### src/rtl/aht_pkg.sv
// Shared types, constants and the request token of the ARP host table learner.
`timescale 1ns / 1ps

package aht_pkg;

    // Table size and the widths that follow from it.
    localparam int TABLE_ENTRIES = 64;
    localparam int SLOT_W        = (TABLE_ENTRIES > 1) ? $clog2(TABLE_ENTRIES) : 1;
    localparam int CNT_W         = $clog2(TABLE_ENTRIES + 1);

    // Fixed field widths of the ports.
    localparam int IP_W    = 32;
    localparam int MAC_W   = 48;
    localparam int FLAG_W  = 3;
    localparam int IDX_W   = 6;
    localparam int OSLOT_W = 6;
    localparam int OCNT_W  = 7;
    localparam int CMP_W   = (CNT_W > IDX_W) ? CNT_W : IDX_W;

    typedef logic [SLOT_W-1:0]  t_slot;
    typedef logic [CNT_W-1:0]   t_cnt;
    typedef logic [IP_W-1:0]    t_ip;
    typedef logic [MAC_W-1:0]   t_mac;
    typedef logic [FLAG_W-1:0]  t_flags;
    typedef logic [IDX_W-1:0]   t_idx;
    typedef logic [OSLOT_W-1:0] t_oslot;
    typedef logic [OCNT_W-1:0]  t_ocnt;
    typedef logic [CMP_W-1:0]   t_cmp;

    localparam t_cnt FULL_CNT = t_cnt'(TABLE_ENTRIES);

    // Request kinds on the input channel.
    localparam logic KIND_READ = 1'b1;

    // Event flag bits of an entry.
    localparam t_flags FLAG_GRAT = 3'b001;
    localparam t_flags FLAG_SEND = 3'b010;
    localparam t_flags FLAG_TARG = 3'b100;

    // What a token does as it passes the cells.
    typedef enum logic [1:0] {
        OP_LOOKUP,
        OP_READ,
        OP_WRITE
    } t_op;

    // Controller states.
    typedef enum logic [1:0] {
        ST_IDLE,
        ST_LOOK,
        ST_WRITE,
        ST_DONE
    } t_state;

    // Token that travels down the row of cells, one cell per cycle.
    typedef struct packed {
        logic   vld;
        t_op    op;
        t_slot  pos;
        t_cnt   cnt;
        t_ip    sip;
        t_ip    tip;
        t_mac   smac;
        t_mac   tmac;
        logic   grat;
        // Read request and its returned entry.
        logic   rd_ok;
        t_slot  rd_slot;
        t_ip    ent_ip;
        t_mac   ent_mac;
        t_flags ent_flags;
        // Lookup results.
        logic   s_found;
        t_slot  s_slot;
        logic   t_found;
        t_slot  tgt_slot;
        // Write commands.
        logic   s_upd;
        logic   t_upd;
        logic   flag_en;
        logic   ins_s_en;
        t_slot  ins_s_slot;
        t_mac   ins_s_mac;
        t_flags ins_s_flags;
        logic   ins_t_en;
        t_slot  ins_t_slot;
    } t_tok;

    // One result item.
    typedef struct packed {
        t_oslot sender_slot;
        t_oslot target_slot;
        logic   sender_was_new;
        logic   target_was_new;
        logic   entry_added;
        logic   table_full;
        t_ip    entry_ip;
        t_mac   entry_mac;
        t_flags entry_flags;
        t_ocnt  entry_count;
    } t_res;

endpackage

### src/rtl/aht_ctrl.sv
// Sequencer: launches lookup and write tokens, decides inserts, holds the result.
`timescale 1ns / 1ps

module aht_ctrl (
    input  logic            i_clk,
    input  logic            i_rst_n,
    input  logic            i_valid,
    output logic            o_stall,
    input  logic            i_kind,
    input  aht_pkg::t_ip    i_sender_ip,
    input  aht_pkg::t_ip    i_target_ip,
    input  aht_pkg::t_mac   i_sender_mac,
    input  aht_pkg::t_mac   i_target_mac,
    input  aht_pkg::t_idx   i_read_index,
    output aht_pkg::t_tok   o_tok,
    input  aht_pkg::t_tok   i_tok,
    output logic            o_valid,
    input  logic            i_stall,
    output aht_pkg::t_res   o_res
);

    aht_pkg::t_state r_state;
    aht_pkg::t_state n_state;
    aht_pkg::t_tok   r_tok;
    aht_pkg::t_tok   n_tok;
    aht_pkg::t_cnt   r_count;
    aht_pkg::t_cnt   n_count;
    aht_pkg::t_res   r_res;
    aht_pkg::t_res   n_res;
    aht_pkg::t_res   r_out;
    aht_pkg::t_res   n_out;
    logic            r_out_vld;
    logic            n_out_vld;

    // Decision after the lookup pass.
    logic            eq;
    logic            grat;
    logic            room0;
    logic            room1;
    aht_pkg::t_cnt   cnt1;
    aht_pkg::t_cnt   cnt2;
    aht_pkg::t_slot  s_slot_o;
    aht_pkg::t_slot  t_slot_o;
    logic            s_new;
    logic            t_new;
    logic            full;
    aht_pkg::t_tok   wr_tok;
    aht_pkg::t_cnt   wr_count;
    aht_pkg::t_res   wr_res;
    aht_pkg::t_res   rd_res;

    assign eq    = i_tok.sip == i_tok.tip;
    assign grat  = eq && (i_tok.tmac == '0);
    assign cnt1  = r_count + 1'b1;
    assign cnt2  = cnt1 + 1'b1;
    assign room0 = r_count != aht_pkg::FULL_CNT;
    assign room1 = room0 && (cnt1 != aht_pkg::FULL_CNT);

    // Sender first, then target; inserts go to the next free slots in order.
    always_comb begin
        wr_tok             = i_tok;
        wr_tok.vld         = 1'b1;
        wr_tok.op          = aht_pkg::OP_WRITE;
        wr_tok.pos         = '0;
        wr_tok.grat        = grat;
        wr_tok.s_upd       = 1'b0;
        wr_tok.t_upd       = 1'b0;
        wr_tok.flag_en     = 1'b0;
        wr_tok.ins_s_en    = 1'b0;
        wr_tok.ins_s_slot  = aht_pkg::t_slot'(r_count);
        wr_tok.ins_s_mac   = (eq && (i_tok.smac == '0)) ? i_tok.tmac : i_tok.smac;
        wr_tok.ins_s_flags = grat ? aht_pkg::FLAG_GRAT : aht_pkg::FLAG_SEND;
        wr_tok.ins_t_en    = 1'b0;
        wr_tok.ins_t_slot  = aht_pkg::t_slot'(r_count);
        wr_count           = r_count;
        s_slot_o           = '0;
        t_slot_o           = '0;
        s_new              = 1'b0;
        t_new              = 1'b0;
        full               = 1'b0;
        if (i_tok.s_found) begin
            wr_tok.s_upd = 1'b1;
            s_slot_o     = i_tok.s_slot;
            if (i_tok.t_found) begin
                wr_tok.t_upd   = 1'b1;
                wr_tok.flag_en = 1'b1;
                t_slot_o       = i_tok.tgt_slot;
            end else if (room0) begin
                wr_tok.ins_t_en = 1'b1;
                t_new           = 1'b1;
                t_slot_o        = aht_pkg::t_slot'(r_count);
                wr_count        = cnt1;
            end else begin
                full = 1'b1;
            end
        end else if (room0) begin
            wr_tok.ins_s_en = 1'b1;
            s_new           = 1'b1;
            s_slot_o        = aht_pkg::t_slot'(r_count);
            wr_count        = cnt1;
            if (eq) begin
                // The target lookup finds the entry just added.
                t_slot_o = aht_pkg::t_slot'(r_count);
            end else if (i_tok.t_found) begin
                wr_tok.t_upd = 1'b1;
                t_slot_o     = i_tok.tgt_slot;
            end else if (room1) begin
                wr_tok.ins_t_en   = 1'b1;
                wr_tok.ins_t_slot = aht_pkg::t_slot'(cnt1);
                t_new             = 1'b1;
                t_slot_o          = aht_pkg::t_slot'(cnt1);
                wr_count          = cnt2;
            end else begin
                full = 1'b1;
            end
        end else begin
            full = 1'b1;
            if (!eq && i_tok.t_found) begin
                wr_tok.t_upd = 1'b1;
                t_slot_o     = i_tok.tgt_slot;
            end
        end
    end

    // Result of a packet request.
    always_comb begin
        wr_res                = '0;
        wr_res.sender_slot    = aht_pkg::t_oslot'(s_slot_o);
        wr_res.target_slot    = aht_pkg::t_oslot'(t_slot_o);
        wr_res.sender_was_new = s_new;
        wr_res.target_was_new = t_new;
        wr_res.entry_added    = s_new || t_new;
        wr_res.table_full     = full;
        wr_res.entry_count    = aht_pkg::t_ocnt'(wr_count);
    end

    // Result of a read request.
    always_comb begin
        rd_res             = '0;
        rd_res.entry_count = aht_pkg::t_ocnt'(r_count);
        if (i_tok.rd_ok) begin
            rd_res.entry_ip    = i_tok.ent_ip;
            rd_res.entry_mac   = i_tok.ent_mac;
            rd_res.entry_flags = i_tok.ent_flags;
        end
    end

    // Next state and outputs.
    always_comb begin
        n_state   = r_state;
        n_tok     = r_tok;
        n_tok.vld = 1'b0;
        n_count   = r_count;
        n_res     = r_res;
        n_out     = r_out;
        n_out_vld = r_out_vld;
        if (r_out_vld && !i_stall) begin
            n_out_vld = 1'b0;
        end
        case (r_state)
            aht_pkg::ST_IDLE: begin
                if (i_valid) begin
                    n_tok         = '0;
                    n_tok.vld     = 1'b1;
                    n_tok.op      = (i_kind == aht_pkg::KIND_READ) ? aht_pkg::OP_READ
                                                                   : aht_pkg::OP_LOOKUP;
                    n_tok.cnt     = r_count;
                    n_tok.sip     = i_sender_ip;
                    n_tok.tip     = i_target_ip;
                    n_tok.smac    = i_sender_mac;
                    n_tok.tmac    = i_target_mac;
                    n_tok.rd_slot = aht_pkg::t_slot'(i_read_index);
                    n_tok.rd_ok   = aht_pkg::t_cmp'(i_read_index) < aht_pkg::t_cmp'(r_count);
                    n_state       = aht_pkg::ST_LOOK;
                end
            end
            aht_pkg::ST_LOOK: begin
                if (i_tok.vld) begin
                    if (i_tok.op == aht_pkg::OP_READ) begin
                        n_res   = rd_res;
                        n_state = aht_pkg::ST_DONE;
                    end else begin
                        n_tok   = wr_tok;
                        n_count = wr_count;
                        n_res   = wr_res;
                        n_state = aht_pkg::ST_WRITE;
                    end
                end
            end
            aht_pkg::ST_WRITE: begin
                if (i_tok.vld) begin
                    n_state = aht_pkg::ST_DONE;
                end
            end
            aht_pkg::ST_DONE: begin
                if (!r_out_vld || !i_stall) begin
                    n_out     = r_res;
                    n_out_vld = 1'b1;
                    n_state   = aht_pkg::ST_IDLE;
                end
            end
            default: begin
                n_state = aht_pkg::ST_IDLE;
            end
        endcase
        // Reset launches no token.
        if (!i_rst_n) begin
            n_tok.vld = 1'b0;
        end
    end

    // Control registers.
    always_ff @(posedge i_clk) begin
        if (!i_rst_n) begin
            r_state   <= aht_pkg::ST_IDLE;
            r_count   <= '0;
            r_out_vld <= 1'b0;
        end else begin
            r_state   <= n_state;
            r_count   <= n_count;
            r_out_vld <= n_out_vld;
        end
    end

    // Token launch register and result payloads.
    always_ff @(posedge i_clk) begin
        r_tok <= n_tok;
        r_res <= n_res;
        r_out <= n_out;
    end

    assign o_stall = r_state != aht_pkg::ST_IDLE;
    assign o_tok   = r_tok;
    assign o_valid = r_out_vld;
    assign o_res   = r_out;

endmodule

### config.mk
export PLATFORM = sky130hd
export DESIGN_NAME = aht_ctrl
export DESIGN_NICKNAME = d
export VERILOG_FILES = /design/src/rtl/aht_pkg.sv /design/src/rtl/aht_ctrl.sv
export SDC_FILE = /design/constraint.sdc
export NUM_CORES = 1
export LEC_CHECK = 0
export ABC_AREA = 1
export BUFFER_PORTS_ARGS = -buffer_cell sky130_fd_sc_hd__buf_2
export CORE_AREA = 4 4 377 379
export CTS_CLUSTER_DIAMETER = 50
export DETAILED_ROUTE_END_ITERATION = 8
export DIE_AREA = 0 0 381 383
export GPL_ROUTABILITY_DRIVEN = 0
export GPL_TIMING_DRIVEN = 0
export PLACE_DENSITY = 0.4
export SYNTH_ARGS = -nofsm -noshare
export SYNTH_HDL_FRONTEND = slang
export SYNTH_SLANG_ARGS = --single-unit
export TNS_END_PERCENT = 100
### constraint.sdc
create_clock -name i_clk -period 35.2 [get_ports i_clk]
set_clock_uncertainty 0.1 [all_clocks]
set_input_delay 5.28 -clock i_clk [delete_from_list [all_inputs] [get_ports i_clk]]
set_output_delay 5.28 -clock i_clk [all_outputs]
set_load 0.005 [all_outputs]
==> results.py, run 1 <==
metrics = {
    "logic_synthesis": {
        "synthCells": 1842,
        "synth.distinct_cells": 42,
        "syn_area_per_cell_sq_um": 12.4,
        "synth_area_leaders": "edfxtp_1 (72%), nand2_1 (5.7%), nor2_1 (3.7%)",
        "ys.flop_type": "edfxtp_1",
        "ys_seq_area_share_pct": 73.2,
        "ys_ff_latch": 562,
        "synth_edf_count": 551,
        "yosysWarnings": 0,
        "yosysTopAreaCell": "edfxtp_1",
        "synthArstFlopShare_pct": 0,
        "synth_top_area_share_pct": 72.2,
        "synth_area_sq_mm": 0.0229,
    },
    "critical_path": {
        "crit_path_frequent_cell": "buf_2",
        "cp.arrival_ns": 8.11,
        "cpMaxStageDelayCell": "clkbuf_1",
        "crit_type": "input pin to flop",
        "crit_fanout": 11,
        "crit_path_cell_trace": "buf_2, inv_1, nor2_2, buf_16, nor2_1, buf_2, buf_2, clkbuf_1, o21ai_0, a21oi_1",
        "critPathMaxStageDelay_ns": 0.76,
        "required_ns": 35.55,
        "start_kind": "input pin",
        "end_kind": "flop",
    },
    "power": {
        "leakage_nw": 14.5,
        "p_per_area_mw_per_mm2": 86.2,
        "vdd.ir_drop.worst_mv": 0.0313,
        "p_seq_share_pct": 39.1,
        "p_switching_mw": 0.980,
        "p_int_mw": 1.91,
        "p_clk_share_pct": 32.0,
        "sw_frac_of_total_pct": 33.9,
        "combPwrFrac_pct": 28.9,
        "totalPowerFinal_mw": 2.89,
    },
    "floorplanning": {
        "rows": 137,
        "dieArea_sq_mm": 0.146,
        "initial_utilization_pct": 16.5,
        "die_h_microns": 383,
        "core_area_sq_mm": 0.139,
        "ios": 977,
        "die_w_microns": 381,
    },
    "clock_network": {
        "htreeDepth": 3,
        "root_buffer": "clkbuf_16",
        "cts_sinks": 562,
        "cts_tree": "built",
        "cts_setup_buffers": 0,
        "cts_buffers": 95,
        "path_clk_slew_ns": 0.06,
        "postCtsHoldBufs": 0,
        "cts_buffer_depth": 3,
        "clock_latency_ns": 0.67,
        "post_cts_resize_count": 0,
    },
    "layout": {
        "fin_nets": 3405,
        "area_growth_pct": 46.2,
        "final_area_sq_mm": 0.0335,
        "layout-drive-gt1-share_pct": 39.3,
        "post-route-util_pct": 24.1,
        "nFillCells": 15100,
    },
    "grt": {
        "busiest_layer": "met2",
        "grt_pass1_wl_microns": 159000,
        "grt_pass1_vias": 19400,
        "grtUsageMet2_pct": 27.0,
        "grt_overflow_total": 0,
        "track_usage_pct": 15.8,
        "grtUsageMet1_pct": 18.0,
        "grt_antenna_before_repair": 23,
        "met3_usage_pct": 6.39,
        "grt_max_degree": 73,
    },
    "sta": {
        "fin_crit_sh_pct": 22.1,
        "rsz0062_at_grt": "no",
        "slew_headroom_pct": 12.1,
        "min_period_ns": 7.76,
        "tightestPinTransition_ns": 1.32,
        "setup-violations-final": 0,
        "final-max-slew-violation-count": 0,
        "max_freq_mhz": 129,
        "hold_viol_final": 0,
    },
    "worst_hold_path": {
        "hold_class": "flop to flop",
    },
    "placement": {
        "io_buffer_count": 894,
        "hpwl_microns": 97700,
        "dpl-instance-area_sq_mm": 0.0303,
    },
    "routing": {
        "ant_nets": 0,
        "vias": 18600,
        "post_drt_wl_per_cell_microns": 25.1,
        "first_pass_iters": 5,
        "drc": 0,
        "via_per_inst": 3.89,
        "wl_microns": 119000,
        "drt_iter0_drc": 1096,
    },
    "run": {
        "cap_violations": 0,
    },
    "outcome": {
        "status": "complete, no violations",
    },
}
==> per-stage QoR <==
step                worst slack [ns]  instances   TNS, ns  hold WS, ns
finish                         27.44       4767         0        0.306
floorplan                       3.34       1848         0        0.300
global placement              -15.59       4549  -5267.07        0.300
global route                   27.17       4760         0        0.307
CTS                            27.18       4758         0        0.302
detailed placement             26.44       4580         0        0.305
==> registers in the layout (all words and copies together) (netlist names) <==
signal / count
o_res: 106
r_state: 2
o_tok: 340
o_valid: 1
r_count: 7
r_res: 106
==> layout make-up <==
| cell class | instances | area [sq um] | area share, % |
|---|---|---|---|
| inverters | 211 | 800 | 2.39 |
| repair buffers | 925 | 5060 | 15.1 |
| well taps | 1807 | 2260 | 6.75 |
| diodes | 9 | 22.5 | 0.0672 |
| flip-flops and latches | 562 | 16800 | 50.0 |
| multi-input cells | 977 | 4920 | 14.7 |
| clock buffers | 107 | 2420 | 7.23 |
| plain buffers | 98 | 482 | 1.44 |
| clock inverters | 71 | 768 | 2.29 |
==> power by group through the flow <==
stage	logic (mW)	clock network [mW]	registers [mW]
2_1_floorplan	0.227	0	1.40
3_3_place_gp	0.700	0	1.41
3_5_place_dp	0.866	0	1.15
5_1_grt	0.907	0.987	1.15
6_report	0.835	0.924	1.13
4_1_cts	0.868	0.959	1.14
==> Yosys cell counts, drive strengths merged (4+ instances only) <==
master,instances
dfxtp,11
inv,210
a22oi,50
buf,50
a22o,57
nand2,360
nor3,8
o21ai,110
nor4,19
a21oi,35
nor2,231
nand3,31
nand4,13
o211ai,4
clkbuf,48
ha,15
xnor2,26
edfxtp,551
==> kinds of logic after synthesis <==
logic type                 Yosys count  share of synthesized area [%]
xor gates and xnor gates            26                          0.994
buffers and inverters              309                           5.56
AOI/OAI and AO/OA                  266                           7.69
adders and majority gates           15                          0.819
DFF                                562                           73.2
and+or+nand+nor                    663                           11.8
other                                1                         0.0164
==> worst max-delay path: cells and delay by family <==
kind / cells / cell delay [ns]
buffers and inverters: 6 / 2.04
AND/OR/NAND/NOR: 2 / 0.22
AO/OA/AOI/OAI: 2 / 0.51
==> layout by cell type (no fill, tap or decap), types with 6 or more instances in the layout <==
master | Yosys | routed
a22oi_2 | 9 | 9
dfxtp_1 | 11 | 11
nand4_1 | 13 | 13
diode_2 | 0 | 9
clkinv_2 | 0 | 14
clkinvlp_4 | 0 | 8
ha_1 | 15 | 15
clkbuf_16 | 0 | 95
a22o_1 | 57 | 57
buf_1 | 17 | 16
inv_1 | 199 | 198
nand3_1 | 30 | 30
buf_16 | 0 | 8
nor2_1 | 227 | 226
buf_2 | 14 | 909
clkbuf_1 | 48 | 59
conb_1 | 1 | 7
o21ai_0 | 104 | 104
buf_6 | 6 | 6
a22oi_1 | 41 | 41
buf_8 | 0 | 19
clkinv_4 | 0 | 14
bufinv_16 | 0 | 8
nand2_2 | 8 | 8
inv_6 | 0 | 6
edfxtp_1 | 551 | 551
a21oi_1 | 35 | 34
nor3_1 | 6 | 6
buf_4 | 13 | 13
clkinv_1 | 1 | 12
xnor2_1 | 26 | 26
nor4_1 | 19 | 19
inv_8 | 0 | 6
inv_2 | 10 | 10
nand2_1 | 349 | 349
==> worst paths after layout <==
kind	start	end	slack, ns	depth (start not counted)
setup / recovery	i_tok[346]	o_tok[33]	27.44	10
hold / removal	r_res[71]	o_res[71]	0.31	0
setup reg to reg	r_state[1]	o_tok[265]	31.44	8
hold reg to reg	r_res[71]	o_res[71]	0.31	0
==> layer usage <==
metal / part of all wire (%) / vias to the layer above
li1: - / 8477
met1: 39 / 8997
met2: 48 / 914
met3: 10 / 165
met4: 3.1 / 14
met5: 0.077 / -
(Power assumes the default switching activity.)
==> inputs of run 2 (changes only) <==
==> constraint.sdc (replaced) <==
create_clock -name i_clk -period 8 [get_ports i_clk]
set_clock_uncertainty 0.1 [all_clocks]
set_input_delay 1.2 -clock i_clk [delete_from_list [all_inputs] [get_ports i_clk]]
set_output_delay 1.2 -clock i_clk [all_outputs]
set_load 0.005 [all_outputs]
==> run 2 against run 1 <==
Clock-buffer cell count shrank 5. Power grew to 4.4 times the previous value. Sequential cell count is the same. Final area is essentially flat. Global-route usage grew 0.12 points. Setup slack lost 23 ns. Combinational power grew to 4.5 times the previous value. Worst hold slack gained 0.0015 ns.
==> results.py, run 2 (same netlist as run 1, synthesis figures left out) <==
metrics = {
    "critical_path": {
        "ff2ff_setup_slack_ns": 4.16,
        "crit_fanout": 10,
        "required_ns": 8.19,
        "reg2reg_from": "r_state[1]",
        "start_kind": "input pin",
        "reg2regPathDepth": 8,
        "r2r_end": "o_tok[244]",
        "crit_type": "input pin to flop",
        "cp.arrival_ns": 4.13,
        "end_kind": "flop",
    },
    "grt": {
        "grt_overflow_total": 0,
        "grt_antenna_before_repair": 26,
        "grt_pass1_vias": 19600,
        "track_usage_pct": 15.9,
        "grt_max_degree": 82,
        "grt_pass1_wl_microns": 161000,
    },
    "sta": {
        "rsz0062_at_grt": "no",
        "fin_crit_sh_pct": 49.3,
        "final-max-slew-violation-count": 0,
        "setup-violations-final": 0,
        "min_period_ns": 3.94,
        "max_freq_mhz": 254,
        "tightestPinTransition_ns": 1.34,
        "hold_viol_final": 0,
        "layout_setup_ws_ns": 4.06,
        "slew_headroom_pct": 10.8,
    },
    "run": {
        "cap_violations": 0,
    },
    "clock_network": {
        "path_clk_slew_ns": 0.06,
        "root_buffer": "clkbuf_16",
        "cts_sinks": 562,
        "cts_buffer_depth": 3,
        "cts_setup_buffers": 0,
        "postCtsHoldBufs": 0,
        "cts_tree": "built",
        "post_cts_resize_count": 0,
        "htreeDepth": 3,
        "cts_buffers": 91,
        "clock_latency_ns": 0.66,
    },
    "power": {
        "vdd.ir_drop.worst_mv": 0.160,
        "p_per_area_mw_per_mm2": 380,
        "totalPowerFinal_mw": 12.7,
        "leakage_nw": 14.5,
    },
    "floorplanning": {
        "rows": 137,
        "ios": 977,
        "core_area_sq_mm": 0.139,
        "die_w_microns": 381,
        "die_h_microns": 383,
        "initial_utilization_pct": 16.5,
        "dieArea_sq_mm": 0.146,
    },
    "placement": {
        "io_buffer_count": 894,
        "hpwl_microns": 98200,
        "dpl_worst_slack_ns": 2.88,
    },
    "outcome": {
        "status": "complete, no violations",
    },
    "worst_hold_path": {
        "hold_path_depth": 0,
        "hold_class": "flop to flop",
        "whs_endpoint": "o_res[7]",
        "hp-start": "r_res[7]",
    },
    "layout": {
        "nFillCells": 15100,
        "area_growth_pct": 46.3,
        "layout-drive-gt1-share_pct": 39.3,
        "final_cell_mix": "buf_2 (909), edfxtp_1 (551), nand2_1 (349)",
        "fin_nets": 3402,
        "largest_reg_flops": 340,
        "layout_commonest_cell": "buf_2",
    },
    "routing": {
        "via_per_inst": 3.90,
        "drt_iter0_drc": 1086,
        "post_drt_wl_per_cell_microns": 25.2,
        "first_pass_iters": 5,
        "vias": 18500,
        "ant_nets": 0,
        "drc": 0,
        "wl_microns": 120000,
    },
}
[run 2: cell types whose count changed in the layout (fill, tap and decap cells not counted), sizes merged]
cell / delta
buf: +1
inv: +4
bufinv: +1
clkinvlp: +2
diode: -2
clkbuf: -5
clkinv: -11
[run 2: area by class of cell]
class / count / area [sq um] / share of cell area [%]
multi-input combinational: 977 / 4940 / 14.7
inverter: 211 / 815 / 2.43
clock inverter: 67 / 733 / 2.19
tap: 1807 / 2260 / 6.74
timing repair buffer: 926 / 5160 / 15.4
buffer: 98 / 482 / 1.44
clock buffer: 102 / 2360 / 7.04
sequential: 562 / 16800 / 50.0
antenna: 7 / 17.5 / 0.0522
[run 2: critical path: stages]
cell,delay (ns)
buf_2,0.16
inv_12,0.04
nor2_4,0.45
nor2_1,0.15
inv_1,0.34
buf_2,0.55
clkbuf_1,0.79
o21ai_0,0.41
[run 2: layer usage]
metal	wire, microns	up-vias	track usage, %
li1	-	8458	-
met1	46400	9052	17.8
met2	59000	845	27.8
met3	10800	176	5.99
met4	3610	18	5.29
met5	119	-	0
[run 2: stage by stage]
step / util [%] / hold WS [ns] / instances / TNS (ns) / area, sq um
after floorplan: - / 0.300 / 1848 / -835.04 / 23000
after global placement: 21.4 / 0.301 / 4549 / -3344.35 / 29700
after detailed placement: 21.9 / 0.305 / 4581 / 0 / 30400
after CTS: 24.1 / 0.309 / 4750 / 0 / 33500
after global routing: 24.1 / 0.312 / 4751 / 0 / 33500
final: 24.2 / 0.307 / 4757 / 0 / 33500
[run 2: power by group]
group	switching [mW]	total, mW	internal, mW
Sequential	0.310	4.97	4.66
Combinational	2.41	3.76	1.35
Clock	1.55	4.00	2.45
Total	4.27	12.7	8.46
[run 2: how the worst max path moves through the flow]
stage / slack [ns] / endpoint / from / cells past startpoint
floorplan: -2.46 / o_tok[0] / i_tok[346] / 5
global placement: -8.96 / o_tok[336] / r_state[1] / 4
detailed placement: 2.88 / o_tok[312] / i_tok[346] / 8
CTS: 3.59 / o_tok[312] / i_tok[346] / 8
global route: 3.71 / o_tok[312] / i_tok[346] / 8
finish: 4.06 / o_tok[268] / i_tok[346] / 8
