### src/rtl/aht_pkg.sv
// Shared types, constants and the request token of the ARP host table learner.
`timescale 1ns / 1ps

package aht_pkg;

    // Table size and the widths that follow from it.
    localparam int TABLE_ENTRIES = 64;
    localparam int SLOT_W        = (TABLE_ENTRIES > 1) ? $clog2(TABLE_ENTRIES) : 1;
    localparam int CNT_W         = $clog2(TABLE_ENTRIES + 1);

    // Fixed field widths of the ports.
    localparam int IP_W    = 32;
    localparam int MAC_W   = 48;
    localparam int FLAG_W  = 3;
    localparam int IDX_W   = 6;
    localparam int OSLOT_W = 6;
    localparam int OCNT_W  = 7;
    localparam int CMP_W   = (CNT_W > IDX_W) ? CNT_W : IDX_W;

    typedef logic [SLOT_W-1:0]  t_slot;
    typedef logic [CNT_W-1:0]   t_cnt;
    typedef logic [IP_W-1:0]    t_ip;
    typedef logic [MAC_W-1:0]   t_mac;
    typedef logic [FLAG_W-1:0]  t_flags;
    typedef logic [IDX_W-1:0]   t_idx;
    typedef logic [OSLOT_W-1:0] t_oslot;
    typedef logic [OCNT_W-1:0]  t_ocnt;
    typedef logic [CMP_W-1:0]   t_cmp;

    localparam t_cnt FULL_CNT = t_cnt'(TABLE_ENTRIES);

    // Request kinds on the input channel.
    localparam logic KIND_READ = 1'b1;

    // Event flag bits of an entry.
    localparam t_flags FLAG_GRAT = 3'b001;
    localparam t_flags FLAG_SEND = 3'b010;
    localparam t_flags FLAG_TARG = 3'b100;

    // What a token does as it passes the cells.
    typedef enum logic [1:0] {
        OP_LOOKUP,
        OP_READ,
        OP_WRITE
    } t_op;

    // Controller states.
    typedef enum logic [1:0] {
        ST_IDLE,
        ST_LOOK,
        ST_WRITE,
        ST_DONE
    } t_state;

    // Token that travels down the row of cells, one cell per cycle.
    typedef struct packed {
        logic   vld;
        t_op    op;
        t_slot  pos;
        t_cnt   cnt;
        t_ip    sip;
        t_ip    tip;
        t_mac   smac;
        t_mac   tmac;
        logic   grat;
        // Read request and its returned entry.
        logic   rd_ok;
        t_slot  rd_slot;
        t_ip    ent_ip;
        t_mac   ent_mac;
        t_flags ent_flags;
        // Lookup results.
        logic   s_found;
        t_slot  s_slot;
        logic   t_found;
        t_slot  tgt_slot;
        // Write commands.
        logic   s_upd;
        logic   t_upd;
        logic   flag_en;
        logic   ins_s_en;
        t_slot  ins_s_slot;
        t_mac   ins_s_mac;
        t_flags ins_s_flags;
        logic   ins_t_en;
        t_slot  ins_t_slot;
    } t_tok;

    // One result item.
    typedef struct packed {
        t_oslot sender_slot;
        t_oslot target_slot;
        logic   sender_was_new;
        logic   target_was_new;
        logic   entry_added;
        logic   table_full;
        t_ip    entry_ip;
        t_mac   entry_mac;
        t_flags entry_flags;
        t_ocnt  entry_count;
    } t_res;

endpackage

### src/rtl/aht_cell.sv
// One table cell: holds one host entry and passes the token to the next cell.
`timescale 1ns / 1ps

module aht_cell (
    input  logic          i_clk,
    input  logic          i_rst_n,
    input  aht_pkg::t_tok i_tok,
    output aht_pkg::t_tok o_tok
);

    aht_pkg::t_ip    r_ip;
    aht_pkg::t_mac   r_mac;
    aht_pkg::t_flags r_flags;
    aht_pkg::t_tok   r_tok;

    aht_pkg::t_ip    n_ip;
    aht_pkg::t_mac   n_mac;
    aht_pkg::t_flags n_flags;
    aht_pkg::t_tok   n_tok;

    logic          in_tbl;
    logic          s_hit;
    logic          t_hit;
    aht_pkg::t_mac mac_s;

    // The token's position counter is this cell's slot number.
    assign in_tbl = aht_pkg::t_cnt'(i_tok.pos) < i_tok.cnt;
    assign s_hit  = i_tok.s_upd && (i_tok.s_slot == i_tok.pos);
    assign t_hit  = i_tok.t_upd && (i_tok.tgt_slot == i_tok.pos);

    // A zero MAC takes the sender MAC first, then the target MAC.
    assign mac_s = (s_hit && (r_mac == '0) && (i_tok.smac != '0)) ? i_tok.smac : r_mac;

    // Compare, read out or update this entry as the token passes.
    always_comb begin
        n_tok     = i_tok;
        n_tok.pos = i_tok.pos + 1'b1;
        n_ip      = r_ip;
        n_mac     = r_mac;
        n_flags   = r_flags;
        if (i_tok.vld) begin
            case (i_tok.op)
                aht_pkg::OP_LOOKUP: begin
                    if (in_tbl && (r_ip == i_tok.sip)) begin
                        n_tok.s_found = 1'b1;
                        n_tok.s_slot  = i_tok.pos;
                    end
                    if (in_tbl && (r_ip == i_tok.tip)) begin
                        n_tok.t_found  = 1'b1;
                        n_tok.tgt_slot = i_tok.pos;
                    end
                end
                aht_pkg::OP_READ: begin
                    if (in_tbl && (i_tok.rd_slot == i_tok.pos)) begin
                        n_tok.ent_ip    = r_ip;
                        n_tok.ent_mac   = r_mac;
                        n_tok.ent_flags = r_flags;
                    end
                end
                aht_pkg::OP_WRITE: begin
                    n_mac = (t_hit && (mac_s == '0) && (i_tok.tmac != '0)) ? i_tok.tmac : mac_s;
                    if (i_tok.flag_en && s_hit) begin
                        n_flags = r_flags | (i_tok.grat ? aht_pkg::FLAG_GRAT
                                                        : aht_pkg::FLAG_SEND);
                    end else if (i_tok.flag_en && t_hit) begin
                        n_flags = r_flags | aht_pkg::FLAG_TARG;
                    end
                    if (i_tok.ins_s_en && (i_tok.ins_s_slot == i_tok.pos)) begin
                        n_ip    = i_tok.sip;
                        n_mac   = i_tok.ins_s_mac;
                        n_flags = i_tok.ins_s_flags;
                    end
                    if (i_tok.ins_t_en && (i_tok.ins_t_slot == i_tok.pos)) begin
                        n_ip    = i_tok.tip;
                        n_mac   = i_tok.tmac;
                        n_flags = aht_pkg::FLAG_TARG;
                    end
                end
                default: begin
                    n_tok.vld = 1'b0;
                end
            endcase
        end
        // Reset clears the token in flight.
        if (!i_rst_n) begin
            n_tok.vld = 1'b0;
        end
    end

    // Entry storage; written only by a write token.
    always_ff @(posedge i_clk) begin
        r_ip    <= n_ip;
        r_mac   <= n_mac;
        r_flags <= n_flags;
    end

    // Token stage toward the next cell.
    always_ff @(posedge i_clk) begin
        r_tok <= n_tok;
    end

    assign o_tok = r_tok;

endmodule

### config.mk
export PLATFORM = sky130hd
export DESIGN_NAME = aht_cell
export DESIGN_NICKNAME = d
export VERILOG_FILES = /design/src/rtl/aht_pkg.sv /design/src/rtl/aht_cell.sv
export SDC_FILE = /design/constraint.sdc
export NUM_CORES = 1
export LEC_CHECK = 0
export ABC_AREA = 1
export BUFFER_PORTS_ARGS = -buffer_cell sky130_fd_sc_hd__buf_2
export CAP_MARGIN = 10
export CORE_AREA = 2 2 272 274
export DETAILED_ROUTE_END_ITERATION = 12
export DIE_AREA = 0 0 274 276
export GPL_TIMING_DRIVEN = 1
export HOLD_SLACK_MARGIN = 0.15
export PLACE_DENSITY = 0.54
export SETUP_SLACK_MARGIN = 0.2
export SYNTH_ARGS = -nofsm -noshare
export SYNTH_HDL_FRONTEND = slang
export SYNTH_SLANG_ARGS = --single-unit
export TNS_END_PERCENT = 5
### constraint.sdc
create_clock -name i_clk -period 9.6 [get_ports i_clk]
set_clock_uncertainty 0.2 [all_clocks]
set_input_delay 0.48 -clock i_clk [delete_from_list [all_inputs] [get_ports i_clk]]
set_output_delay 0.48 -clock i_clk [all_outputs]
set_load 0.05 [all_outputs]
==> summary.json, run 1 <==
{
  "outcome": {"value": "finished clean"},
  "hold_viol": {"value": 0},
  "area_growth_syn_to_layout": {"value": 62.2, "unit": "%"},
  "portBuffers": {"value": 699},
  "timing.max_cap.violations": {"value": 0},
  "sw_frac_of_total": {"value": 29.3, "unit": "%"},
  "global_route.overflow_total": {"value": 0},
  "sequential_fraction_of_the_synthesis_area": {"value": 60.1, "unit": "%"},
  "worstRegToRegCells": {"value": 15},
  "whs_path_depth": {"value": 4},
  "number_of_enable_type_register_cells_in_the_synthesized_netlist": {"value": 83},
  "fp.dieArea": {"value": 75600, "unit": "um^2"},
  "place_ws": {"value": 4.09, "unit": "ns"},
  "tritoncts": {"value": "built"},
  "mappedNetlistNets": {"value": 2141},
  "power-per-cell-area": {"value": 184, "unit": "nW/um^2"},
  "worst_slew_pin_slew": {"value": 1.07, "unit": "ns"},
  "layout.core_utilization": {"value": 35.3, "unit": "%"},
  "p_comb_share": {"value": 16.1, "unit": "%"},
  "clock_latency_on_the_worst_skew_pair": {"value": 0.59, "unit": "ns"},
  "grt_setup_unrepaired": {"value": "false"},
  "start_util": {"value": 21.7, "unit": "%"},
  "critPathMaxFanout": {"value": 66},
  "fmax": {"value": 0.183, "unit": "GHz"},
  "final_min_period_over_clock_period": {"value": 57.0, "unit": "%"},
  "cts_hold_repair.buffers": {"value": 359},
  "post-route-min-period": {"value": 5.47, "unit": "ns"},
  "pin_count_of_the_biggest_net_entering_global_routing": {"value": 77},
  "min_path_type": {"value": "in2reg"},
  "asyncSetResetFlopFracSynth": {"value": 0, "unit": "%"},
  "design.final.nets": {"value": 3191},
  "p_clk_share": {"value": 42.2, "unit": "%"},
  "postLayoutSetupSlackWorst": {"value": 4.13, "unit": "ns"},
  "antenna_left": {"value": 0},
  "grt_first_pass_wirelength": {"value": 107, "unit": "mm"},
  "critical_path.endpoint_type": {"value": "flop"},
  "clock_path_buffers": {"value": 3},
  "setup_tns": {"value": 0, "unit": "ns"},
  "die_x": {"value": 274, "unit": "um"},
  "ys_types": {"value": 43},
  "p_switching": {"value": 1.38, "unit": "mW"},
  "via_count": {"value": 16500},
  "sinks_on_the_clock_net": {"value": 432},
  "ctsHtreeMaxLevel": {"value": 2},
  "ys.flop_type": {"value": "sky130_fd_sc_hd__dfxtp_1"},
  "number_of_antenna_violations_at_the_first_check_in_global_routing": {"value": 4},
  "finalHoldWorstSlack": {"value": 0.290, "unit": "ns"},
  "worstReg2RegStart": {"value": "r_mac[31]$_DFFE_PP_"},
  "gp_congestion": {"value": 0.874},
  "pwr-share-seq": {"value": 41.7, "unit": "%"},
  "yosys_register_bits": {"value": 432},
  "first_global_vias": {"value": 16700},
  "worst_setup_path_start_kind": {"value": "input port"},
  "grtUsageTotal": {"value": 18.9, "unit": "%"},
  "drt_drc_violations_left": {"value": 0},
  "cells_resized_by_post_cts_repair": {"value": 0},
  "final_layout_fill_cell_count": {"value": 7366},
  "detail_route.wl_per_cell": {"value": 19.4, "unit": "um"},
  "worst-setup-path-type": {"value": "in2reg"},
  "vdd_drop_max": {"value": 0.156, "unit": "mV"},
  "std_cell_rows": {"value": 99},
  "post_route_cells_drive_above_1_share": {"value": 29.4, "unit": "%"},
  "relSlewSlack": {"value": 28.3, "unit": "%"},
  "root_buffer": {"value": "sky130_fd_sc_hd__clkbuf_16"},
  "dr.pass1.iters": {"value": 5},
  "syn-cell-area": {"value": 15800, "unit": "um^2"},
  "power.internal": {"value": 3.32, "unit": "mW"},
  "dp_hpwl": {"value": 54.9, "unit": "mm"},
  "syn_avg_cell_area": {"value": 8.85, "unit": "um^2"},
  "fp.coreArea": {"value": 72600, "unit": "um^2"},
  "cts_made_buffers": {"value": 50},
  "setup_viol": {"value": 0},
  "clock_transition_at_the_registers_of_the_reported_paths": {"value": 0.06, "unit": "ns"},
  "wirelength": {"value": 74.3, "unit": "mm"},
  "io_pins": {"value": 700},
  "yosys_warnings": {"value": 0},
  "post_cts_buffers": {"value": 0},
  "timing.hold.worst.start": {"value": "i_tok[341]"},
  "static-leakage-power": {"value": 12.2, "unit": "nW"},
  "arrival": {"value": 5.56, "unit": "ns"},
  "detail_route.vias_per_cell": {"value": 4.31},
  "drt_iter0_markers": {"value": 1007},
  "critical_path_required": {"value": 9.69, "unit": "ns"},
  "die_h": {"value": 276, "unit": "um"},
  "postSynthCellCount": {"value": 1784},
  "crit_start": {"value": "i_tok[342]"},
  "final-max-slew-violation-count": {"value": 0}
}
-- power by group through the flow --
stage / clock network [mW] / logic, mW / registers, mW
floorplan: 0 / 0.0955 / 2.28
global placement: 0 / 0.634 / 1.99
detailed placement: 0 / 0.633 / 2.00
CTS: 2.02 / 0.751 / 1.96
global route: 2.10 / 0.792 / 1.97
finish: 1.98 / 0.754 / 1.96
-- final timing paths --
kind                                      endpoint  slack, ns
worst max-delay path            r_mac[5]$_DFFE_PP_       4.13
worst min-delay path            o_tok[344]$_DFF_P_       0.29
worst max register to register  r_mac[5]$_DFFE_PP_       4.24
worst min register to register   o_tok[94]$_DFF_P_       0.35
-- per-layer routing --
layer  global-route usage (%)  vias to the layer above  part of all wire, %
met5                        0                        -                    0
met4                     6.31                        0                  3.0
met3                     3.27                      134                  6.7
met2                     31.9                      771                   48
met1                     24.3                     7730                   43
li1                         -                     7904                    -
-- layout by cell type, fill, tap and decap left out, types with 3 or more instances in the layout --
master | Yosys | layout
sky130_fd_sc_hd__edfxtp_1 | 83 | 83
sky130_fd_sc_hd__clkbuf_1 | 42 | 3
sky130_fd_sc_hd__nor2_4 | 0 | 5
sky130_fd_sc_hd__o22ai_1 | 5 | 5
sky130_fd_sc_hd__buf_4 | 5 | 10
sky130_fd_sc_hd__inv_1 | 191 | 189
sky130_fd_sc_hd__clkinv_4 | 0 | 3
sky130_fd_sc_hd__xor2_1 | 35 | 35
sky130_fd_sc_hd__a31oi_1 | 11 | 11
sky130_fd_sc_hd__a22oi_1 | 10 | 10
sky130_fd_sc_hd__nor2_1 | 182 | 179
sky130_fd_sc_hd__nand3b_1 | 7 | 7
sky130_fd_sc_hd__clkbuf_8 | 0 | 6
sky130_fd_sc_hd__o21ai_0 | 113 | 113
sky130_fd_sc_hd__a2111oi_0 | 5 | 5
sky130_fd_sc_hd__clkinvlp_4 | 0 | 3
sky130_fd_sc_hd__buf_2 | 12 | 699
sky130_fd_sc_hd__inv_4 | 1 | 6
sky130_fd_sc_hd__nand2_1 | 383 | 381
sky130_fd_sc_hd__nor3_1 | 14 | 14
sky130_fd_sc_hd__inv_2 | 7 | 8
sky130_fd_sc_hd__mux2_2 | 15 | 15
sky130_fd_sc_hd__dfxtp_1 | 349 | 349
sky130_fd_sc_hd__a21oi_1 | 74 | 74
sky130_fd_sc_hd__or2_2 | 10 | 10
sky130_fd_sc_hd__nand4_1 | 22 | 22
sky130_fd_sc_hd__dlygate4sd3_1 | 0 | 359
sky130_fd_sc_hd__nand3_1 | 120 | 118
sky130_fd_sc_hd__nor4_1 | 14 | 14
sky130_fd_sc_hd__inv_6 | 0 | 8
sky130_fd_sc_hd__ha_1 | 6 | 6
sky130_fd_sc_hd__clkinv_2 | 0 | 7
sky130_fd_sc_hd__o21ai_1 | 29 | 29
sky130_fd_sc_hd__xnor2_1 | 11 | 11
sky130_fd_sc_hd__clkbuf_16 | 0 | 54
-- layout make-up --
type	instances	area, um^2	share of cell area (%)
diodes	2	5.00	0.0196
inverters	199	751	2.93
flip-flops and latches	432	9480	37.0
well taps	959	1200	4.69
clock buffers	63	1450	5.65
repair buffers	1068	7170	28.0
clock inverters	31	275	1.08
multi-input cells	1083	5270	20.6
-- through the flow --
step                area (um^2)  cells  total power [mW]
finish                    25600   3837              4.70
global route              25600   3837              4.85
CTS                       25600   3835              4.73
detailed placement        20300   3382              2.63
global placement          20300   3382              2.63
floorplan                 15800   1784              2.38
-- sequential cells by signal, summed over array words and instances (netlist names) --
signal / flops
o_tok: 349
r_flags: 3
r_ip: 32
r_mac: 48
-- cells in the mapped netlist (2+ instances only) --
| cell type | count | area (um^2) |
|---|---|---|
| sky130_fd_sc_hd__nand3_1 | 120 | 601 |
| sky130_fd_sc_hd__a2111oi_0 | 5 | 43.8 |
| sky130_fd_sc_hd__o211ai_1 | 2 | 15.0 |
| sky130_fd_sc_hd__nand3b_1 | 7 | 52.6 |
| sky130_fd_sc_hd__o21ai_0 | 113 | 566 |
| sky130_fd_sc_hd__a31oi_1 | 11 | 68.8 |
| sky130_fd_sc_hd__or2_2 | 10 | 62.6 |
| sky130_fd_sc_hd__mux2_2 | 15 | 169 |
| sky130_fd_sc_hd__a221oi_1 | 2 | 17.5 |
| sky130_fd_sc_hd__o21ai_1 | 29 | 145 |
| sky130_fd_sc_hd__nor4_1 | 14 | 87.6 |
| sky130_fd_sc_hd__xor2_1 | 35 | 307 |
| sky130_fd_sc_hd__buf_4 | 5 | 37.5 |
| sky130_fd_sc_hd__clkbuf_1 | 42 | 158 |
| sky130_fd_sc_hd__nand4_1 | 22 | 138 |
| sky130_fd_sc_hd__o22ai_1 | 5 | 31.3 |
| sky130_fd_sc_hd__nor2_2 | 3 | 18.8 |
| sky130_fd_sc_hd__xnor2_1 | 11 | 96.3 |
| sky130_fd_sc_hd__nor2_1 | 182 | 683 |
| sky130_fd_sc_hd__inv_1 | 191 | 717 |
| sky130_fd_sc_hd__buf_2 | 12 | 60.1 |
| sky130_fd_sc_hd__ha_1 | 6 | 75.1 |
| sky130_fd_sc_hd__inv_2 | 7 | 26.3 |
| sky130_fd_sc_hd__buf_1 | 4 | 15.0 |
| sky130_fd_sc_hd__a21oi_1 | 74 | 370 |
| sky130_fd_sc_hd__dfxtp_1 | 349 | 6990 |
| sky130_fd_sc_hd__nand2_1 | 383 | 1440 |
| sky130_fd_sc_hd__nor3_1 | 14 | 70.1 |
| sky130_fd_sc_hd__edfxtp_1 | 83 | 2490 |
| sky130_fd_sc_hd__buf_6 | 6 | 67.6 |
| sky130_fd_sc_hd__a22oi_1 | 10 | 75.1 |
-- cells by family (layout without fill, tap and decap cells) --
family / Yosys count / count (layout) / share of synthesized area, %
AOI/OAI and AO/OA: 255 / 255 / 8.66
xor gates and xnor gates: 46 / 46 / 2.55
adders and majority gates: 6 / 6 / 0.476
buffers and inverters: 269 / 1361 / 6.92
DFF: 432 / 432 / 60.1
muxes: 15 / 15 / 1.07
other: 0 / 2 / 0
and+or+nand+nor: 761 / 761 / 20.3
-- worst max-delay path, cell delays in order --
cell                            delay, ns
sky130_fd_sc_hd__dlygate4sd3_1       0.54
sky130_fd_sc_hd__buf_2               0.21
sky130_fd_sc_hd__inv_2               0.14
sky130_fd_sc_hd__nand2_1             0.06
sky130_fd_sc_hd__nand2_1             0.07
sky130_fd_sc_hd__nand3_1             0.06
sky130_fd_sc_hd__nor2_1              0.08
sky130_fd_sc_hd__nand2_1             0.17
sky130_fd_sc_hd__nor2_1              0.17
sky130_fd_sc_hd__nand3_2             0.59
sky130_fd_sc_hd__o21ai_1             0.49
sky130_fd_sc_hd__nand2_1             0.10
sky130_fd_sc_hd__nor2_1              0.32
sky130_fd_sc_hd__nand3_1             0.22
sky130_fd_sc_hd__nor2_4              0.11
sky130_fd_sc_hd__buf_4               0.39
sky130_fd_sc_hd__nand3_4             0.72
sky130_fd_sc_hd__o21ai_0             0.42
sky130_fd_sc_hd__o21ai_0             0.11
Power figures use the tool's default switching activity.
==> inputs of run 2 (changes only) <==
- PLACE_DENSITY: 0.54 -> 0.55
- clock period: 9.6 -> 4.4 ns (I/O delays scaled with it)
==> summary.json, run 2 (synthesis results as in run 1) <==
{
  "outcome": {"value": "finished clean"},
  "grtUsageTotal": {"value": 20.4, "unit": "%", "change": "+1.5 points"},
  "gr-usage-met2": {"value": 35.2, "unit": "%", "change": "+3.3 points"},
  "setup_tns": {"value": 0, "unit": "ns", "change": "unchanged"},
  "critPathMaxFanout": {"value": 29, "change": "-56%"},
  "worst_setup_path_start_kind": {"value": "input port"},
  "pin_count_of_the_biggest_net_entering_global_routing": {"value": 71, "change": "-7.8%"},
  "grt_setup_unrepaired": {"value": "false"},
  "timing.max_cap.violations": {"value": 0, "change": "unchanged"},
  "place_ws": {"value": 0.409, "unit": "ns", "change": "-3.68 ns"},
  "worst-setup-path-type": {"value": "in2reg"},
  "first_global_vias": {"value": 18600, "change": "+12%"},
  "postLayoutSetupSlackWorst": {"value": 0.380, "unit": "ns", "change": "-3.75 ns"},
  "crit_path_top_delay_cell": {"value": "sky130_fd_sc_hd__dlygate4sd3_1"},
  "seq_area": {"value": 9480, "unit": "um^2", "change": "unchanged"},
  "detail_route.wl_per_cell": {"value": 19.6, "unit": "um", "change": "+1.4%"},
  "fmax": {"value": 0.249, "unit": "GHz"},
  "portBuffers": {"value": 699, "change": "unchanged"},
  "critical_path_required": {"value": 4.54, "unit": "ns", "change": "-5.15 ns"},
  "clock_transition_at_the_registers_of_the_reported_paths": {"value": 0.07, "unit": "ns", "change": "about the same"},
  "critical-path-top-cell-by-count": {"value": "sky130_fd_sc_hd__nand2_1"},
  "detail_route.vias_per_cell": {"value": 4.39, "change": "+1.9%"},
  "final_layout_fill_cell_count": {"value": 7039, "change": "-4.4%"},
  "multiInputGateArea": {"value": 5270, "unit": "um^2", "change": "about the same"},
  "global_route.overflow_total": {"value": 0, "change": "unchanged"},
  "final_min_period_over_clock_period": {"value": 91.4, "unit": "%"},
  "design.final.nets": {"value": 3450, "change": "+8.1%"},
  "grt_use_met1": {"value": 24.6, "unit": "%", "change": "+0.25 points"},
  "final_common_cell": {"value": "sky130_fd_sc_hd__buf_2"},
  "die_h": {"value": 276, "unit": "um", "change": "unchanged"},
  "relSlewSlack": {"value": 42.5, "unit": "%", "change": "+14 points"},
  "root_buffer": {"value": "sky130_fd_sc_hd__clkbuf_16"},
  "post_cts_buffers": {"value": 0, "change": "unchanged"},
  "finalHoldWorstSlack": {"value": 0.185, "unit": "ns", "change": "-0.104 ns"},
  "drt_iter0_markers": {"value": 1364, "change": "+35%"},
  "leading_cell_types_in_the_layout_fill_and_taps_excluded": {"value": "sky130_fd_sc_hd__buf_2, sky130_fd_sc_hd__dlygate4sd3_1, sky130_fd_sc_hd__nand2_1, sky130_fd_sc_hd__dfxtp_1, sky130_fd_sc_hd__inv_1"},
  "tritoncts": {"value": "built"},
  "sinks_on_the_clock_net": {"value": 432, "change": "unchanged"},
  "dr.pass1.iters": {"value": 6, "change": "+1"},
  "min_path_type": {"value": "in2reg"},
  "final-max-slew-violation-count": {"value": 0, "change": "unchanged"},
  "vdd_drop_max": {"value": 0.276, "unit": "mV", "change": "+77%"},
  "global_route.peak_usage_layer": {"value": "met2"},
  "clock_latency_on_the_worst_skew_pair": {"value": 0.59, "unit": "ns", "change": "about the same"},
  "setup_viol": {"value": 0, "change": "unchanged"},
  "static-leakage-power": {"value": 13.3, "unit": "nW", "change": "+8.7%"},
  "layout.core_utilization": {"value": 38.7, "unit": "%", "change": "+3.4 points"},
  "grt_first_pass_wirelength": {"value": 117, "unit": "mm", "change": "+8.5%"},
  "power-per-cell-area": {"value": 364, "unit": "nW/um^2", "change": "+98%"},
  "io_pins": {"value": 700, "change": "unchanged"},
  "post-route-min-period": {"value": 4.02, "unit": "ns"},
  "drt_drc_violations_left": {"value": 0, "change": "unchanged"},
  "post_route_cells_drive_above_1_share": {"value": 27.4, "unit": "%", "change": "-2.0 points"},
  "clock_path_buffers": {"value": 3, "change": "unchanged"},
  "dp_hpwl": {"value": 55.5, "unit": "mm", "change": "+1.1%"},
  "cts_made_buffers": {"value": 48, "change": "-4.0%"},
  "via_count": {"value": 18000, "change": "+8.7%"},
  "hold_viol": {"value": 0, "change": "unchanged"},
  "start_util": {"value": 21.7, "unit": "%", "change": "unchanged"},
  "number_of_antenna_violations_at_the_first_check_in_global_routing": {"value": 5, "change": "+1"},
  "die_x": {"value": 274, "unit": "um", "change": "unchanged"},
  "fp.dieArea": {"value": 75600, "unit": "um^2", "change": "unchanged"},
  "wirelength": {"value": 80.4, "unit": "mm", "change": "+8.2%"},
  "critical-path-max-stage-delay": {"value": 0.57, "unit": "ns", "change": "-0.15 ns"},
  "worst_slew_pin_slew": {"value": 0.860, "unit": "ns", "change": "-0.215 ns"},
  "arrival": {"value": 4.16, "unit": "ns", "change": "-1.40 ns"},
  "std_cell_rows": {"value": 99, "change": "unchanged"},
  "critical_path.cell_chain": {"value": "dlygate4sd3_1 -> buf_2 -> nor2_1 -> nand2_1 -> nor2_1 -> nand2_1 -> nor2_1 -> nand2_2 -> nand3_2 -> buf_4 -> nand2_1 -> o21ai_1 -> nand2_1 -> nor2_1 -> nand2_1 -> nor2_4 -> buf_4 -> nand3_1 -> nand3_1 -> a21oi_1"},
  "grt_use_met3": {"value": 4.79, "unit": "%", "change": "+1.5 points"},
  "area_growth_syn_to_layout": {"value": 78.0, "unit": "%"},
  "antenna_left": {"value": 0, "change": "unchanged"},
  "fp.coreArea": {"value": 72600, "unit": "um^2", "change": "unchanged"},
  "critical_path.endpoint_type": {"value": "flop"},
  "largest_register_ffs": {"value": 349, "change": "unchanged"},
  "ctsHtreeMaxLevel": {"value": 2, "change": "unchanged"},
  "gp_congestion": {"value": 0.877, "change": "+0.32%"}
}
-- run 2: power by group --
group | internal [mW] | switching (mW)
Sequential | 4.22 | 0.0588
Combinational | 0.679 | 1.16
Clock | 2.33 | 1.77
Total | 7.23 | 2.98
-- run 2: metal layers --
| metal | vias up | part of all wire (%) | wire length (um) |
|---|---|---|---|
| met5 | - | 0.010 | 8 |
| met4 | 2 | 3.5 | 2830 |
| met3 | 189 | 8.1 | 6520 |
| met2 | 874 | 48 | 39000 |
| met1 | 8494 | 40 | 32000 |
| li1 | 8424 | - | - |
-- run 2: repair_timing --
item,in CTS,in global routing
hold endpoints to repair,435,0
setup endpoints to repair,0,2
gates resized for setup,0,1
hold buffers,599,0
-- run 2: path summary, 6_finish.rpt --
| kind | from | to | slack (ns) | depth (start not counted) |
|---|---|---|---|---|
| setup / recovery | i_tok[224] | r_mac[40]$_DFFE_PP_ | 0.38 | 20 |
| hold / removal | i_tok[95] | o_tok[95]$_DFF_P_ | 0.19 | 4 |
| hold reg to reg | r_mac[19]$_DFFE_PP_ | o_tok[104]$_DFF_P_ | 0.37 | 2 |
| setup reg to reg | r_mac[31]$_DFFE_PP_ | r_mac[29]$_DFFE_PP_ | 0.50 | 17 |
-- run 2: stage by stage --
stage | total power [mW] | cells | cell area (um^2)
floorplan | 5.19 | 1784 | 15800
global placement | 5.73 | 3403 | 20500
detailed placement | 5.74 | 3403 | 20500
CTS | 10.2 | 4089 | 28100
global route | 10.6 | 4093 | 28100
finish | 10.2 | 4094 | 28100
-- run 2: final cells by class --
| type | instances | share of cell area (%) |
|---|---|---|
| timing repair buffer | 1329 | 34.8 |
| sequential | 432 | 33.7 |
| multi-input combinational | 1083 | 18.8 |
| clock buffer | 66 | 5.03 |
| tap | 959 | 4.27 |
| inverter | 199 | 2.67 |
| clock inverter | 21 | 0.659 |
| antenna | 5 | 0.0445 |
-- run 2: critical path, delay by kind of cell --
family | cells | cell delay (ns)
compound gates | 2 | 0.20
simple gates | 14 | 2.24
buf+inv | 4 | 1.45
